## config.mk

```make
export PLATFORM = sky130hd
export DESIGN_NAME = pi_throttle_regulator_unit
export DESIGN_NICKNAME = d
export VERILOG_FILES = /design/src/rtl/ptr_pkg.sv /design/src/rtl/ptr_core.sv /design/src/rtl/pi_throttle_regulator_unit.sv
export SDC_FILE = /design/constraint.sdc
export NUM_CORES = 2
export LEC_CHECK = 0
export ABC_AREA = 1
export BUFFER_PORTS_ARGS = -buffer_cell sky130_fd_sc_hd__buf_2
export CORE_MARGIN = 1.5
export CORE_UTILIZATION = 55
export CTS_BUF_LIST = sky130_fd_sc_hd__clkbuf_4 sky130_fd_sc_hd__clkbuf_8
export CTS_CLUSTER_SIZE = 10
export DETAILED_ROUTE_END_ITERATION = 8
export HOLD_SLACK_MARGIN = 0.05
export PLACE_DENSITY = 0.73
export SYNTH_ARGS = -nofsm -noshare
export SYNTH_HDL_FRONTEND = slang
export SYNTH_SLANG_ARGS = --single-unit
```

## constraint.sdc

```tcl
create_clock -name clk -period 13.9 [get_ports clk]
set_input_delay 2.78 -clock clk [delete_from_list [all_inputs] [get_ports clk]]
set_output_delay 2.78 -clock clk [all_outputs]
set_load 0.005 [all_outputs]
```

## src/rtl/ptr_pkg.sv

```systemverilog
`default_nettype none
// ---------------------------------------------------------------------------
// ptr_pkg
// Types and constants shared by the PI throttle regulator modules.
// ---------------------------------------------------------------------------
package ptr_pkg;

	localparam int unsigned SPEED_W = 16;
	localparam int unsigned GAIN_W  = 16;
	localparam int unsigned SUM_W   = 32;
	localparam int unsigned CFG_IDX_W = 2;

	localparam logic [CFG_IDX_W-1:0] CFG_PROP_GAIN   = 2'd0;
	localparam logic [CFG_IDX_W-1:0] CFG_INTEG_GAIN  = 2'd1;
	localparam logic [CFG_IDX_W-1:0] CFG_DRIVE_LIMIT = 2'd2;

	localparam logic [GAIN_W-1:0]  PROP_GAIN_RST   = 16'd2077;
	localparam logic [GAIN_W-1:0]  INTEG_GAIN_RST  = 16'd128;
	localparam logic [SPEED_W-1:0] DRIVE_LIMIT_RST = 16'd11520;

	typedef struct packed {
		logic               restart;
		logic [SPEED_W-1:0] target_speed;
		logic [SPEED_W-1:0] measured_speed;
	} ptr_in_t;

	typedef struct packed {
		logic [SPEED_W-1:0] throttle;
		logic               clamped;
	} ptr_out_t;

	typedef struct packed {
		logic [GAIN_W-1:0]  prop_gain;
		logic [GAIN_W-1:0]  integ_gain;
		logic [SPEED_W-1:0] drive_limit;
	} ptr_cfg_t;

endpackage
`default_nettype wire

```

## src/rtl/ptr_core.sv

```systemverilog
`default_nettype none
// ---------------------------------------------------------------------------
// ptr_core
// Control law and integrator state: error, saturating integral sum with
// conditional integration, PI sum and clamp to zero and the drive limit.
// ---------------------------------------------------------------------------
module ptr_core (
	input  wire logic           clk,
	input  wire logic           arst_n,
	input  wire logic           fire,
	input  wire ptr_pkg::ptr_in_t  item,
	input  wire ptr_pkg::ptr_cfg_t cfg,
	output      ptr_pkg::ptr_out_t result
);
	import ptr_pkg::*;

	logic signed [SUM_W-1:0] integral_sum_q;
	logic                    was_clamped_q;

	logic signed [SUM_W-1:0] sum_base;
	logic                    clamp_base;
	logic signed [16:0]      err;
	logic signed [SUM_W:0]   sum_wide;
	logic signed [SUM_W-1:0] sum_sat;
	logic signed [SUM_W-1:0] sum_new;
	logic signed [33:0]      prop;
	logic signed [48:0]      integ;
	logic signed [49:0]      total;
	logic signed [49:0]      limit_q16;
	logic                    clamp;
	logic [SPEED_W-1:0]      throttle;

	always_comb begin
		sum_base   = item.restart ? '0 : integral_sum_q;
		clamp_base = item.restart | was_clamped_q;
		err = $signed({1'b0, item.target_speed}) - $signed({1'b0, item.measured_speed});
		sum_wide = {sum_base[SUM_W-1], sum_base} + {{(SUM_W-16){err[16]}}, err};
		if (sum_wide[SUM_W] != sum_wide[SUM_W-1]) begin
			sum_sat = sum_wide[SUM_W] ? {1'b1, {(SUM_W-1){1'b0}}} : {1'b0, {(SUM_W-1){1'b1}}};
		end else begin
			sum_sat = sum_wide[SUM_W-1:0];
		end
		sum_new = clamp_base ? sum_base : sum_sat;
		prop  = $signed({1'b0, cfg.prop_gain}) * err;
		integ = $signed({1'b0, cfg.integ_gain}) * sum_new;
		total = {{16{prop[33]}}, prop} + {integ[48], integ};
		limit_q16 = $signed({26'd0, cfg.drive_limit, 8'd0});
		if (total > limit_q16) begin
			throttle = cfg.drive_limit;
			clamp    = 1'b1;
		end else if (total[49]) begin
			throttle = '0;
			clamp    = 1'b1;
		end else begin
			throttle = total[23:8];
			clamp    = 1'b0;
		end
		result.throttle = throttle;
		result.clamped  = clamp;
	end

	always_ff @(posedge clk or negedge arst_n) begin
		if (!arst_n) begin
			integral_sum_q <= '0;
			was_clamped_q  <= 1'b1;
		end else if (fire) begin
			integral_sum_q <= sum_new;
			was_clamped_q  <= clamp;
		end
	end

endmodule
`default_nettype wire

```

## src/rtl/pi_throttle_regulator_unit.sv

```systemverilog
`default_nettype none
// ---------------------------------------------------------------------------
// pi_throttle_regulator_unit
// PI throttle regulator with conditional-integration anti-windup.
// ---------------------------------------------------------------------------
// One item is taken per clock cycle unless the output stalls. The item is held
// in an input register, the control law is evaluated combinationally and the
// result is captured in an output register, from which it is presented.
// The throughput is set by the integrator feedback loop, in which the
// integral sum and clamp flag of one item are ready for the next item in the
// following cycle. A result waiting in the output register stalls the input
// only once the input register also holds an item. Configuration writes are
// accepted in every cycle and must be made only while the block is idle.
module pi_throttle_regulator_unit (
	input  wire logic                        clk,
	input  wire logic                        arst_n,
	input  wire logic                        in_valid,
	output      logic                        in_ready,
	input  wire ptr_pkg::ptr_in_t            in_data,
	output      logic                        out_valid,
	input  wire logic                        out_ready,
	output      ptr_pkg::ptr_out_t           out_data,
	input  wire logic                        cfg_valid,
	output      logic                        cfg_ready,
	input  wire logic [ptr_pkg::CFG_IDX_W-1:0] cfg_index,
	input  wire logic [ptr_pkg::GAIN_W-1:0]  cfg_data
);
	import ptr_pkg::*;

	ptr_cfg_t cfg_q;
	ptr_in_t  item_s1;
	logic     valid_s1;
	ptr_out_t result;
	ptr_out_t out_q;
	logic     out_valid_q;
	logic     advance;
	logic     fire;

	assign cfg_ready = 1'b1;
	assign advance   = !out_valid_q || out_ready;
	assign fire      = valid_s1 && advance;
	assign in_ready  = !valid_s1 || advance;
	assign out_valid = out_valid_q;
	assign out_data  = out_q;

	always_ff @(posedge clk or negedge arst_n) begin
		if (!arst_n) begin
			cfg_q.prop_gain   <= PROP_GAIN_RST;
			cfg_q.integ_gain  <= INTEG_GAIN_RST;
			cfg_q.drive_limit <= DRIVE_LIMIT_RST;
		end else if (cfg_valid) begin
			unique case (cfg_index)
				CFG_PROP_GAIN:   cfg_q.prop_gain   <= cfg_data;
				CFG_INTEG_GAIN:  cfg_q.integ_gain  <= cfg_data;
				CFG_DRIVE_LIMIT: cfg_q.drive_limit <= cfg_data;
				default: begin
				end
			endcase
		end
	end

	always_ff @(posedge clk or negedge arst_n) begin
		if (!arst_n) begin
			valid_s1    <= 1'b0;
			out_valid_q <= 1'b0;
		end else begin
			if (in_ready) begin
				valid_s1 <= in_valid;
			end
			if (advance) begin
				out_valid_q <= valid_s1;
			end
		end
	end

	always_ff @(posedge clk) begin
		if (in_valid && in_ready) begin
			item_s1 <= in_data;
		end
		if (fire) begin
			out_q <= result;
		end
	end

	ptr_core u_core (
		.clk    (clk),
		.arst_n (arst_n),
		.fire   (fire),
		.item   (item_s1),
		.cfg    (cfg_q),
		.result (result)
	);

	a_clamp_value: assert property (@(posedge clk) disable iff (!arst_n)
		out_valid && out_data.clamped |->
			out_data.throttle == '0 || out_data.throttle == cfg_q.drive_limit)
		else $error("clamped result is neither zero nor the drive limit");

	a_within_limit: assert property (@(posedge clk) disable iff (!arst_n)
		out_valid && !out_data.clamped |-> out_data.throttle <= cfg_q.drive_limit)
		else $error("unclamped throttle exceeds the drive limit");

	a_result_source: assert property (@(posedge clk) disable iff (!arst_n)
		$rose(out_valid_q) |-> $past(valid_s1))
		else $error("result produced without a held item");

endmodule
`default_nettype wire
```

[Word-level counts from Yosys, hierarchy flattened]
Index checks and enable logic that the tools add are counted.
Operators by class
  add/sub/neg operators: 3
  multiply operators: 2
  divide/modulo/power cells: 0
  order comparisons: 1
  equality and inequality tests: 3
  shifts and indexed selects: 0
  muxes and demuxes: 8
  bitwise logic cells: 1
  reduce and logical (&&, ||, !) cells: 10
Operators with widths (number)
  32-bit two-way mux: 4
  34-bit by 49-bit adder with 50-bit output: 1
  50-bit by 25-bit > comparator with 1-bit output: 1
  17-bit by 32-bit multiplier with 49-bit output: 1
  17-bit by 17-bit multiplier with 34-bit output: 1
  32-bit by 17-bit adder with 33-bit output: 1
  16-bit two-way mux: 2
  16-bit by 16-bit subtractor with 17-bit output: 1
  2-bit AND reduction: 3
  2-bit by 1-bit == test with 1-bit output, second input constant: 1
  2-bit == test, second input constant: 1
  1-bit logical AND: 2
  1-bit zero test: 2
  2-bit zero test: 1
  1-bit logical OR: 2
  1-bit two-way mux: 2
  1-bit != test: 1
  1-bit OR: 1
Word-level totals
  bits in registers: 133
  latch bits: 0
  bits in writable memories: 0
  memory bits (read-only): 0
  input port bits: 56
  output and inout port bits: 20
  memories kept: 0

[Longest topological paths before layout]
  depth in word-level cells: 9
  depth in mapped cells: 78
  depth with buffers taken out: 75

[Modules after synthesis]
A second synthesis with hierarchy kept.
Unflattened totals
  cell total of the unflattened synthesis: 4822
  area, all modules: 38418.1 µm²
Modules (own cells, without submodules)
  ptr_core: times used 1, cells an instance 4545, area an instance 34762.1 µm², seq. area each 827.0 µm²
  pi_throttle_regulator_unit: times used 1, cells an instance 277, area an instance 3656.0 µm², seq. area each 2765.2 µm²

[Least setup slack after synthesis]
Ideal clock, no wire load.
  path type: register to register
  from: reg item_s1[0] (netlist name)
  to: reg out_data[14] (netlist name)
  library setup time: 0.252 ns
  data arrival time: 11.888 ns
  data required time: 13.648 ns
  path slack: 1.760 ns
  stages on the path, launching flop included: 67
  path buffers: 4
  clock period less this slack: 12.140 ns
  path through: edfxtp_1 -> ha_1 -> fa_1 -> nand3b_1 -> nand2_1 -> nand3_1 -> o2111ai_1 -> nand2_1 -> nand2_1 -> a21oi_1 -> or2_2 -> nand2_1 -> a21oi_1 -> buf_2 -> ha_1 -> nand2_2 -> inv_1 -> a21oi_2 -> (+31 left out) -> nand2_1 -> nand3_1 -> xnor2_1 -> inv_1 -> ha_1 -> nand2_1 -> nor2_1 -> nand3_1 -> nor2_1 -> nand3_1 -> o21bai_1 -> nand2_1 -> nand4_1 -> nor2_2 -> nand4_4 -> clkbuf_8 -> nand3_1 -> nand2_1
RTL lines
  start: declaration: RTL line pi_throttle_regulator_unit.sv:31  | ptr_in_t item_s1;
  start signal: assignment: RTL line pi_throttle_regulator_unit.sv:78  | item_s1 <= in_data;

==> summary.txt <==
Site Rows = 96
Detailed Place HPWL = 101 mm
Slowest CP cell = sky130_fd_sc_hd__fa_1
Clock-pin slew on the worst setup and hold paths = 0.10 ns
Height of the chip = 267 um
RSZ-0062 raised after global routing = false
Yosys Warn Count = 0
Most Frequent Cell on Critical Path = sky130_fd_sc_hd__nand2_1
Post-synthesis mux area share = 0
Critical Path Start = item_s1[0]$_DFFE_PP_
Total grt overflow = 0
Arrival time reported for the critical path endpoint = 13.72 ns
1st-iter DRT viols = 3055
Mean area per synthesized cell = 7.91 um^2
Hold_buf cts = 0
CTS buffer count = 17
Share of synthesized flip-flops with an asynchronous set or reset = 0.624
Clock root cell = sky130_fd_sc_hd__clkbuf_8
Global router's overall resource usage = 0.356
CP max FO = 18
Gate Count Post-Synth = 4837
Final Hold Violating Endpoints = 0
Number of unique standard cell types used by synthesis = 57
Skew-Pair Late Insertion Delay = 0.60 ns
XOR/XNOR Fraction of Synth Area = 0.0101
Total I/O pin count = 76
Total Neg Setup Slack = 0 ns
Top cells by area in the synthesized netlist = sky130_fd_sc_hd__fa_1 (40%), sky130_fd_sc_hd__inv_1 (12%), sky130_fd_sc_hd__ha_1 (11%), sky130_fd_sc_hd__nand2_1 (11%), sky130_fd_sc_hd__dfrtp_1 (4.7%)
Number of buffers inserted by port buffering = 74
Number of max-slew violations in the final report = 0
Antenna violation net count after detailed routing = 0
Share of the clock period used by the worst path after layout = 0.954
Total of fill cells in the finished design = 6441
Top cell types by occurrence after synthesis = sky130_fd_sc_hd__inv_1 (1271), sky130_fd_sc_hd__nand2_1 (1093), sky130_fd_sc_hd__fa_1 (766), sky130_fd_sc_hd__ha_1 (331), sky130_fd_sc_hd__a21oi_1 (323)
Crit path launch type = register
Dominant delay contributor by cell family on the critical path = adder cells
Cell taking the most area after synthesis = sky130_fd_sc_hd__fa_1
Post-synth net total = 5990
Maximum number of pins on one net before global-route repair = 67
Post-synthesis compound-gate area fraction = 0.0686
Crit end category = register
Max incr delay on CP = 0.62 ns
Crit path setup slack, layout = 0.635 ns
R2R depth = 57
Synth-to-layout area growth = 5.75%
Cell count after placement = 5771
Startpoint-to-endpoint class of the critical path = register to register
CP required = 14.36 ns
Number of nets in the finished design = 6022
Post-detailed-route via-to-cell ratio = 5.51
FF+latch area = 3590 um^2
TritonCTS clock tree = yes
Tmin final = 13.27 ns
Most repeated cell in the gate-level netlist after synthesis = sky130_fd_sc_hd__inv_1
Starting utilization of the core area = 0.557
Achievable frequency = 75.4 MHz
Post-DR wirelength/cell = 20.5 um
Core region area = 68700 um^2
Die Area = 71100 um^2
Launch instance of the worst register-to-register path = item_s1[0]$_DFFE_PP_
Worst hold path type = register to register
Endpoint of the most critical setup path = out_data[14]$_DFFE_PP_
Horiz. Die Dim = 267 um
Global-route wire length before repair = 190 mm
Prevailing post-synth register cell = sky130_fd_sc_hd__dfrtp_1
Flop2flop setup slack = 0.63 ns
Via count of the first global-routing pass = 33300
Relative max-transition margin = 0.165
Combinational family with the most area after synthesis = adder cells
Post-placement setup slack = 0.296 ns
Ant. Diodes = 0
Post-Syn Area = 38200 um^2
Total iterations of the first detailed-routing run = 6
Initial antenna violation count = 2
Buf+Inv Stages, Crit Path = 10
Buffers from clock root to sink, at most = 2
Worst path depth = 57
Clk sinks = 133
Number of violations of the max-capacitance limit = 0
Proportion of synthesized chip area in sequential cells = 0.0939
Status = finished, final reports clean
Crit Reg-Reg Endpoint = out_data[14]$_DFFE_PP_
DRC viols = 0
Final estimated routing congestion in global placement = 0.972
CTS H-tree lvls = 4
Area occupied by multi-input gates = 29400 um^2
Setup-failing EPs final = 0
Number of enable-type register cells in the synthesized netlist = 50
Simple-gate share of the synthesized area = 0.176
Adder-Cell Fraction of Synth Area = 0.509
Yosys top cell area share = 0.401
Transition at the pin with the smallest max-transition slack = 1.25 ns
DR vias = 32000
Share of cells above drive strength 1 = 0.0643
Hold slack final = 0.488 ns
Seq cells post-synth = 133
Clock Skew = 0.0364 ns
Sum of routed wire length over all layers = 119 mm
Number of non-filler instances in the completed layout = 5813
state kept, by name (all words and copies together), names as in the netlist:
signal,cells
valid_s1,1
out_data,17
item_s1,33
u_core.integral_sum_q,32
out_valid,1
u_core.was_clamped_q,1
cfg_q,48
area by class of cell:
cell class,instances,share of cell area
clock buffers,17,0.00579
flip-flops and latches,133,0.0888
multi-input cells,3286,0.728
repair buffers,153,0.0247
well taps,931,0.0288
clock inverters,15,0.00504
inverters,1278,0.119
stage by stage:
stage | utilization | area, um^2
6_report | 0.589 | 40400
5_1_grt | 0.589 | 40400
4_1_cts | 0.584 | 40100
3_5_place_dp | 0.577 | 39700
3_3_place_gp | 0.577 | 39700
2_1_floorplan | - | 38200
placed cells by master (no fill, tap or decap), types with 4 or more instances in the layout:
| cell type | count |
|---|---|
| sky130_fd_sc_hd__buf_4 | 76 |
| sky130_fd_sc_hd__dfstp_2 | 11 |
| sky130_fd_sc_hd__edfxtp_1 | 50 |
| sky130_fd_sc_hd__nor2_1 | 312 |
| sky130_fd_sc_hd__xor2_2 | 4 |
| sky130_fd_sc_hd__nand2_2 | 26 |
| sky130_fd_sc_hd__xnor2_1 | 14 |
| sky130_fd_sc_hd__a31oi_1 | 10 |
| sky130_fd_sc_hd__a21oi_2 | 5 |
| sky130_fd_sc_hd__clkinv_8 | 4 |
| sky130_fd_sc_hd__inv_6 | 6 |
| sky130_fd_sc_hd__nand3_1 | 110 |
| sky130_fd_sc_hd__clkbuf_8 | 17 |
| sky130_fd_sc_hd__buf_2 | 73 |
| sky130_fd_sc_hd__o21ai_0 | 131 |
| sky130_fd_sc_hd__or2_2 | 10 |
| sky130_fd_sc_hd__dfrtp_1 | 72 |
| sky130_fd_sc_hd__nand4_1 | 25 |
| sky130_fd_sc_hd__ha_1 | 324 |
| sky130_fd_sc_hd__fa_1 | 766 |
| sky130_fd_sc_hd__nand2_1 | 1085 |
| sky130_fd_sc_hd__a21oi_1 | 318 |
| sky130_fd_sc_hd__nand3_2 | 6 |
| sky130_fd_sc_hd__nor3_1 | 15 |
| sky130_fd_sc_hd__nand2_4 | 21 |
| sky130_fd_sc_hd__o21bai_1 | 8 |
| sky130_fd_sc_hd__ha_2 | 6 |
| sky130_fd_sc_hd__nor2_2 | 17 |
| sky130_fd_sc_hd__xor2_1 | 24 |
| sky130_fd_sc_hd__inv_2 | 4 |
| sky130_fd_sc_hd__o21ai_1 | 9 |
| sky130_fd_sc_hd__inv_1 | 1270 |
worst register-to-register path: cells and delay by family (launching register included):
kind,cells,cell delay (ns)
adders and majority gates,13,5.49
and+or+nand+nor,26,4.49
AOI/OAI and AO/OA,7,1.23
buffers and inverters,10,1.22
DFF,1,0.41
xor gates and xnor gates,1,0.33
routing by layer:
metal,part of all wire,GRT usage
met5,0.000084,0
met1,0.39,0.478
met2,0.44,0.540
met3,0.12,0.104
met4,0.050,0.145
worst min path at each step:
| stage | from | end | cells after the start |
|---|---|---|---|
| 2_1_floorplan | u_core.integral_sum_q[25]$_DFFE_PN0P_ | u_core.integral_sum_q[25]$_DFFE_PN0P_ | 2 |
| 3_3_place_gp | u_core.integral_sum_q[25]$_DFFE_PN0P_ | u_core.integral_sum_q[25]$_DFFE_PN0P_ | 2 |
| 3_5_place_dp | u_core.integral_sum_q[25]$_DFFE_PN0P_ | u_core.integral_sum_q[25]$_DFFE_PN0P_ | 2 |
| 4_1_cts | u_core.integral_sum_q[25]$_DFFE_PN0P_ | u_core.integral_sum_q[25]$_DFFE_PN0P_ | 2 |
| 5_1_grt | u_core.integral_sum_q[29]$_DFFE_PN0P_ | u_core.integral_sum_q[29]$_DFFE_PN0P_ | 2 |
| 6_report | u_core.integral_sum_q[31]$_DFFE_PN0P_ | u_core.integral_sum_q[31]$_DFFE_PN0P_ | 2 |
kinds of logic after synthesis:
| family | after synthesis |
|---|---|
| xor+xnor | 44 |
| other cells | 1 |
| buf+inv | 1418 |
| flops | 133 |
| fa+ha+maj | 1097 |
| compound gates | 503 |
| simple gates | 1641 |
timing repair:
| item | in CTS | in global routing |
|---|---|---|
| endpoints found under the hold margin | 0 | 0 |
| setup buffers | 0 | 10 |
| gates resized for setup | 0 | 63 |
| endpoints found under the setup margin | 0 | 18 |
Power is left out: the tool's default activity adds up to more than one toggle a clock period on the data nets, which glitch-free logic cannot reach.
